<file path="config.mk">
export PLATFORM = sky130hd
export DESIGN_NAME = utf8_cjk_presence_detector
export DESIGN_NICKNAME = d
export VERILOG_FILES = /design/src/rtl/core/ucjk_pkg.sv /design/src/rtl/core/ucjk_decode.sv /design/src/rtl/core/utf8_cjk_presence_detector.sv
export SDC_FILE = /design/constraint.sdc
export NUM_CORES = 1
export LEC_CHECK = 0
export BUFFER_PORTS_ARGS = -buffer_cell sky130_fd_sc_hd__buf_4
export CORE_MARGIN = 3
export CORE_UTILIZATION = 57
export DETAILED_ROUTE_END_ITERATION = 8
export GPL_TIMING_DRIVEN = 0
export PLACE_DENSITY_LB_ADDON = 0.12
export SETUP_SLACK_MARGIN = 0.5
export SLEW_MARGIN = 20
export SYNTH_ARGS = -nofsm -noshare
export SYNTH_HDL_FRONTEND = slang
export SYNTH_SLANG_ARGS = --single-unit
</file>
<file path="constraint.sdc">
create_clock -name clk -period 3.3 [get_ports clk]
set_input_delay 0.66 -clock clk [delete_from_list [all_inputs] [get_ports clk]]
set_output_delay 0.66 -clock clk [all_outputs]
set_load 0.01 [all_outputs]
</file>
<file path="src/rtl/core/ucjk_pkg.sv">
// ----------------------------------------------------------------------------
// ucjk_pkg: shared types and constants for the UTF-8 CJK presence detector
// Holds the byte-stage item layout, the decoder state layout, the UTF-8
// lead/continuation masks and the ideograph range bounds.
// ----------------------------------------------------------------------------
`default_nettype none

package ucjk_pkg;

  // One byte of the message together with its end-of-message mark.
  typedef struct packed {
    logic [7:0] text_byte;
    logic       is_last;
  } ucjk_beat_t;

  // Decoder state carried from byte to byte.
  typedef struct packed {
    logic [1:0] bytes_pending;
    logic [9:0] partial_point;
    logic       found_flag;
  } ucjk_state_t;

  // UTF-8 byte classification masks and tags.
  localparam logic [7:0] CONT_MASK  = 8'hC0;
  localparam logic [7:0] CONT_TAG   = 8'h80;
  localparam logic [7:0] ASCII_MASK = 8'h80;
  localparam logic [7:0] LEAD2_MASK = 8'hE0;
  localparam logic [7:0] LEAD2_TAG  = 8'hC0;
  localparam logic [7:0] LEAD3_MASK = 8'hF0;
  localparam logic [7:0] LEAD3_TAG  = 8'hE0;
  localparam logic [7:0] LEAD2_PAY  = 8'h1F;
  localparam logic [7:0] LEAD3_PAY  = 8'h0F;

  // Code point bounds of the two ideograph blocks.
  localparam logic [15:0] UNIFIED_LO = 16'h4E00;
  localparam logic [15:0] UNIFIED_HI = 16'h9FFF;
  localparam logic [15:0] EXT_A_LO   = 16'h3400;
  localparam logic [15:0] EXT_A_HI   = 16'h4DBF;

  // True when the code point is a CJK ideograph of either block.
  function automatic logic is_cjk(input logic [15:0] cp);
    is_cjk = ((cp >= UNIFIED_LO) && (cp <= UNIFIED_HI)) ||
             ((cp >= EXT_A_LO) && (cp <= EXT_A_HI));
  endfunction

endpackage

`default_nettype wire

</file>
<file path="src/rtl/core/ucjk_decode.sv">
// ----------------------------------------------------------------------------
// ucjk_decode: UTF-8 sequence decoder with sticky ideograph flag
// Holds the pending-byte count, the partial code point and the found flag,
// and advances them by one byte whenever step_en is high.
// ----------------------------------------------------------------------------
`default_nettype none

module ucjk_decode (
  input  wire                   clk,
  input  wire                   rst_n,
  input  wire                   step_en,
  input  ucjk_pkg::ucjk_beat_t  beat,
  output logic                  found_now
);

  ucjk_pkg::ucjk_state_t state_r;
  ucjk_pkg::ucjk_state_t state_nxt;

  logic [7:0]  b;
  logic        is_cont;
  logic [15:0] cp;
  logic [1:0]  pend_dec;
  logic        hit;

  // Decode one byte against the current state.
  always_comb begin
    b         = beat.text_byte;
    is_cont   = ((b & ucjk_pkg::CONT_MASK) == ucjk_pkg::CONT_TAG);
    cp        = {state_r.partial_point, b[5:0]};
    pend_dec  = state_r.bytes_pending - 2'd1;
    hit       = 1'b0;
    state_nxt = state_r;
    if ((state_r.bytes_pending != 2'd0) && is_cont) begin
      // A continuation byte extends the pending sequence.
      state_nxt.bytes_pending = pend_dec;
      if (pend_dec == 2'd0) begin
        hit                     = ucjk_pkg::is_cjk(cp);
        state_nxt.partial_point = 10'd0;
      end else begin
        state_nxt.partial_point = cp[9:0];
      end
    end else begin
      // Any other byte starts a new sequence; a broken one is dropped.
      priority if ((b & ucjk_pkg::ASCII_MASK) == 8'h00) begin
        state_nxt.bytes_pending = 2'd0;
        state_nxt.partial_point = 10'd0;
      end else if ((b & ucjk_pkg::LEAD2_MASK) == ucjk_pkg::LEAD2_TAG) begin
        state_nxt.bytes_pending = 2'd1;
        state_nxt.partial_point = {2'b00, b & ucjk_pkg::LEAD2_PAY};
      end else if ((b & ucjk_pkg::LEAD3_MASK) == ucjk_pkg::LEAD3_TAG) begin
        state_nxt.bytes_pending = 2'd2;
        state_nxt.partial_point = {2'b00, b & ucjk_pkg::LEAD3_PAY};
      end else begin
        // Stray continuation or four-byte/invalid lead is skipped.
        state_nxt.bytes_pending = 2'd0;
        state_nxt.partial_point = 10'd0;
      end
    end
    found_now            = state_r.found_flag | hit;
    state_nxt.found_flag = found_now;
    // The last byte of a message clears everything for the next one.
    if (beat.is_last) begin
      state_nxt = '0;
    end
  end

  // State register, advanced once per byte.
  always_ff @(posedge clk) begin
    if (!rst_n) begin
      state_r <= '0;
    end else if (step_en) begin
      state_r <= state_nxt;
    end
  end

endmodule

`default_nettype wire

</file>
<file path="src/rtl/core/utf8_cjk_presence_detector.sv">
// ----------------------------------------------------------------------------
// utf8_cjk_presence_detector: flags CJK ideographs in a UTF-8 message
// Input byte register, single-pass decoder and registered result.
// ----------------------------------------------------------------------------
// Usage:
//   The slave channel carries one message byte per item in in_tdata, with
//   in_tlast high on the final byte of the message. For every byte marked
//   last, the master channel returns one item whose bit 0 of out_tdata says
//   whether any decoded code point of that message lies in 0x3400-0x4DBF or
//   0x4E00-0x9FFF. Other bytes produce no item.
//   Throughput is one byte per cycle while the result register can take a
//   result: the input register feeds the decoder and the decoder updates its
//   state as the byte leaves it, so a new byte is taken every cycle unless a
//   last byte is held. A last byte passes from the input register to the
//   result register, which drives out_tvalid.
//   When the receiver stalls, the result register holds its item; bytes that
//   are not last keep flowing, and a last byte waits in the input register,
//   with in_tready low, until the result register frees.
//   Reset (rst_n low, synchronous) empties both registers and clears the
//   decoder state, so the next byte starts a new message.
// ----------------------------------------------------------------------------
`default_nettype none

module utf8_cjk_presence_detector (
  input  wire        clk,
  input  wire        rst_n,
  input  wire        in_tvalid,
  output logic       in_tready,
  input  wire  [7:0] in_tdata,   // [7:0] text_byte
  input  wire        in_tlast,   // is_last
  output logic       out_tvalid,
  input  wire        out_tready,
  output logic [7:0] out_tdata   // [0] has_cjk, [7:1] zero
);

  logic                 stg_valid_r;
  ucjk_pkg::ucjk_beat_t stg_beat_r;
  logic                 out_valid_r;
  logic                 out_flag_r;
  logic                 out_free;
  logic                 stg_go;
  logic                 found_now;

  // Handshake control between the input register and the result register.
  assign out_free  = !out_valid_r || out_tready;
  assign stg_go    = stg_valid_r && (!stg_beat_r.is_last || out_free);
  assign in_tready = !stg_valid_r || stg_go;

  // Input register.
  always_ff @(posedge clk) begin
    if (!rst_n) begin
      stg_valid_r <= 1'b0;
    end else if (in_tready) begin
      stg_valid_r <= in_tvalid;
    end
  end

  always_ff @(posedge clk) begin
    if (in_tready && in_tvalid) begin
      stg_beat_r.text_byte <= in_tdata;
      stg_beat_r.is_last   <= in_tlast;
    end
  end

  // Decoder state and ideograph detection.
  ucjk_decode u_decode (
    .clk       (clk),
    .rst_n     (rst_n),
    .step_en   (stg_go),
    .beat      (stg_beat_r),
    .found_now (found_now)
  );

  // Result register, loaded on the last byte of a message.
  always_ff @(posedge clk) begin
    if (!rst_n) begin
      out_valid_r <= 1'b0;
    end else if (stg_go && stg_beat_r.is_last) begin
      out_valid_r <= 1'b1;
    end else if (out_tready) begin
      out_valid_r <= 1'b0;
    end
  end

  always_ff @(posedge clk) begin
    if (stg_go && stg_beat_r.is_last) begin
      out_flag_r <= found_now;
    end
  end

  assign out_tvalid = out_valid_r;
  assign out_tdata  = {7'd0, out_flag_r};

endmodule

`default_nettype wire

</file>
==> summary by stage <==
Run status
The flow ran to the end, and the final reports show no timing, DRC or antenna violations.

Floorplanning
The area of the die is 2590 um^2. The initialized floorplan defines 15 standard-cell rows. The standard cell core area is 1820 um^2. The vertical die dimension is 50.9 um. The initial utilization of the core area, before any placement, comes to 0.631. 23 I/O pins were placed. The die extent in x is 50.9 um.

STA
The setup TNS is 0 ns. Setup repair after global routing left no endpoint under its margin. The worst path in the final design needs a cycle of ~1.9 ns, including I/O delays and setup.

The maximum clock skew at final layout is 0.00732 ns. Setup violations remaining at the end of the flow were counted as 0. The actual transition at the worst max-transition pin is 0.874 ns. The maximum achievable frequency is 527 MHz. The final number of hold-violating endpoints came to 0. The count of pins over their slew limit is 0.

The worst slew slack as a fraction of its limit is 0.414. Dividing the final minimum period by the clock period gives 0.575.

Setup path
The instance count on the critical path is 4. For the worst flop-to-flop path, the logic depth is 6. STA classifies the critical path endpoint as an output pin. The highest fanout seen on the critical path is 2.

The data arrival at the endpoint of the critical path is 1.24 ns. Traced cell by cell, the critical path runs through buf_4, nor2b_1, nand3_1, buf_4. The cell repeated most along the worst path is buf_4.

The required time at the worst-slack endpoint is approximately 2.6 ns. The biggest cell delay along the critical path is 0.18 ns. Broken down by cell family, the worst path's largest delay share belongs to simple AND/OR/NAND/NOR gates.

The critical path class is in2out. The endpoint identified for the worst register-to-register timing path is out_flag_r. The reg-to-reg startpoint is u_decode.state_r[11]. The worst setup path is launched from an input port. The cell with the largest stage delay on the worst path is nor2b_1. Together, buffers and inverters on the worst path number 2. The setup check on the worst reg-to-reg path leaves a slack of 1.44 ns.

Route
The number of nets still failing antenna checks after routing is 0. The first-iteration detailed-routing DRC count is 19. The average via count per standard cell is ~5.5. The total number of vias is about 860. The remaining routing DRC violations is 0.

Before antenna repair, the detailed router went through 4 iterations. The average wire length per cell after detail routing is 12.8 um. For this block, the routed nets add up to about 2000 um of wire.

Yosys
The register bit total from synthesis is 25. After technology mapping, the gate count stands at 107. The area share of the largest cell type after synthesis is 0.261.

For this run, the number of Yosys warnings is 0. Sorting the synthesized cells by how often they occur yields 15 x dfxtp_1, 15 x nor2_1, 11 x a22oi_1. The sequential share of the synthesized area is 0.523.

Each instance of the synthesized netlist takes up on average about 11 um^2. Of all flip-flops after synthesis, the portion carrying an async set or reset was 0. The leading area contributor after synthesis is dfxtp_1.

In the synthesized netlist the dominant register cell turns out to be dfxtp_1. The synthesized design contains 10 enable-type register cells. The number of unique standard cell types used by synthesis is 35. Sorting the synthesized cells by area gives the leading types as dfxtp_1 26%, edfxtp_1 26%, a22oi_1 7.2%. The cell area after synthesis is roughly 1100 um^2.

Power
The maximum resistive drop on vdd is 0.304 mV. The design draws 0.000520 W. The analysis attributes to cell leakage a power of 0.537 nW. The internal power component is 0.000400 W. In this run the power density over the cells is 387 nW/um^2. The switching power summed over all nets is 0.000120 W. The sequential share of power is 0.649.

Of the total power, the share spent switching nets is 0.230. The clock network power share is 0.270. The share of total power dissipated in combinational logic is 0.081.

Final layout
From synthesis to final layout, the design area changed by 17.0%. Across the whole layout, storage elements account for between 600 and 700 um^2. The antenna cell count is 0. The number of fill cells in the layout is about 140. The net count reported at finish is 148. In the final layout, the share of cells above drive strength 1 is 0.250.

The combined area of the multi-input logic cells is 475 um^2.

Clock tree
The number of setup buffers added after CTS is 0. For this design, the sink count on the clock tree is 25. The clock slew seen by the registers of the worst setup and hold paths is 0.14 ns. The TritonCTS buffer count is 3. CTS built an H-tree with a depth of 1. The TritonCTS clock tree is done. The quantity of gates resized following cts is 0. Clock tree synthesis selected as its root buffer the cell clkbuf_4. The largest buffer count on any clock path is 2. Clock latency on the worst-skew pair, taken at its later pin, is 0.33 ns.

Hold repair after CTS inserted 0 buffers.

Placement
The HPWL after detailed placement is 1560 um. The count of buffers added on input and output ports is 15. Routability-driven placement finished with a final weighted congestion of 0.840.

Global routing
The initial antenna violation count is 0. The first global-routing pass estimated 3470 um of wire. Across every metal layer, demand over resource in global routing totals 0.184. The via count of the first global-routing pass is 862. Entering global routing, the biggest net connects 16 pins. The total overflow left after global routing is 0.

Flow run
The tool flagged a number of max-cap violations equal to 0.

Worst hold path
The worst hold path begins at in_tdata[2]. The hold path endpoint is stg_beat_r[3]. The path category of the worst min-delay check is in2reg. Counting instances, the worst hold path has a depth of 1.
power groups by stage:
stage | Combinational, W | Sequential, W | Clock [W]
finish | 0.0000419 | 0.000338 | 0.000140
global route | 0.0000460 | 0.000339 | 0.000155
CTS | 0.0000414 | 0.000337 | 0.000144
detailed placement | 0.0000414 | 0.000344 | 0
global placement | 0.0000400 | 0.000344 | 0
floorplan | 0.0000254 | 0.000343 | 0
registers in the layout, indices dropped and copies added, names as in the netlist:
register / flops
u_decode.cp: 10
stg_beat_r: 9
u_decode.state_r: 3
out_flag_r: 1
out_tvalid: 1
stg_valid_r: 1
worst register-to-register path, delay by kind of cell, from the launching register on:
family                     cells  cell delay, ns
AOI/OAI and AO/OA              1            0.22
adders and majority gates      1            0.24
buffers and inverters          1            0.07
DFF                            1            0.38
and+or+nand+nor                3            0.84
area by class of cell:
class / instances / share of cell area
Clock buffer: 3 / 0.0168
Sequential cell: 25 / 0.447
Multi-Input combinational cell: 71 / 0.354
Inverter: 7 / 0.0196
Buffer: 10 / 0.0512
Timing Repair Buffer: 15 / 0.0838
Clock inverter: 1 / 0.00466
Tap cell: 25 / 0.0233
metrics by stage:
step	area, um^2	cells	hold WS, ns	utilization	worst slack, ns
after floorplan	1170	113	0.459	-	1.60
after global placement	1320	153	0.467	0.722	1.44
after detailed placement	1320	153	0.476	0.722	1.42
after CTS	1340	157	0.488	0.738	1.41
after global routing	1340	157	0.480	0.738	1.34
final	1340	157	0.494	0.738	1.40
worst max-delay path by stage:
stage / from / end / slack (ns)
after floorplan: u_decode.state_r[11] / out_flag_r / 1.60
after global placement: out_tready / in_tready / 1.44
after detailed placement: out_tready / in_tready / 1.42
after CTS: out_tready / in_tready / 1.41
after global routing: out_tvalid / in_tready / 1.34
final: out_tready / in_tready / 1.40
routing by layer:
| metal | vias up | track usage | wire, um | share of wire |
|---|---|---|---|---|
| met5 | - | 0 | 0 | 0 |
| met4 | 0 | 0.126 | 56 | 0.028 |
| met3 | 5 | 0.0379 | 110 | 0.055 |
| met2 | 31 | 0.330 | 978 | 0.49 |
| met1 | 400 | 0.192 | 857 | 0.43 |
| li1 | 423 | - | - | - |
layout by cell type, fill, tap and decap left out, drive strengths merged:
| cell type | instances |
|---|---|
| o21ai | 1 |
| ha | 2 |
| a211oi | 1 |
| nand2 | 4 |
| dfxtp | 15 |
| a21oi | 3 |
| or2 | 2 |
| edfxtp | 10 |
| nand3 | 3 |
| a2111oi | 1 |
| o211ai | 1 |
| o211a | 1 |
| o31a | 1 |
| nor3b | 1 |
| or3b | 1 |
| inv | 8 |
| clkbuf | 4 |
| a32oi | 1 |
| a22oi | 11 |
| o32ai | 1 |
| nor4b | 1 |
| nor2 | 15 |
| conb | 7 |
| and4bb | 1 |
| and4b | 1 |
| and3b | 1 |
| nand2b | 3 |
| a2bb2oi | 2 |
| buf | 24 |
| and3 | 2 |
| nor2b | 1 |
| a31oi | 1 |
| or3 | 1 |
logic make-up (layout without fill, tap and decap cells):
logic type / Yosys count / in the layout / share of synthesized area
AOI/OAI and AO/OA: 25 / 25 / 0.179
buffers and inverters: 17 / 36 / 0.0828
DFF: 25 / 25 / 0.523
and+or+nand+nor: 37 / 37 / 0.191
adders and majority gates: 2 / 2 / 0.0218
other: 1 / 7 / 0.00326
Power figures use the tool's default switching activity.
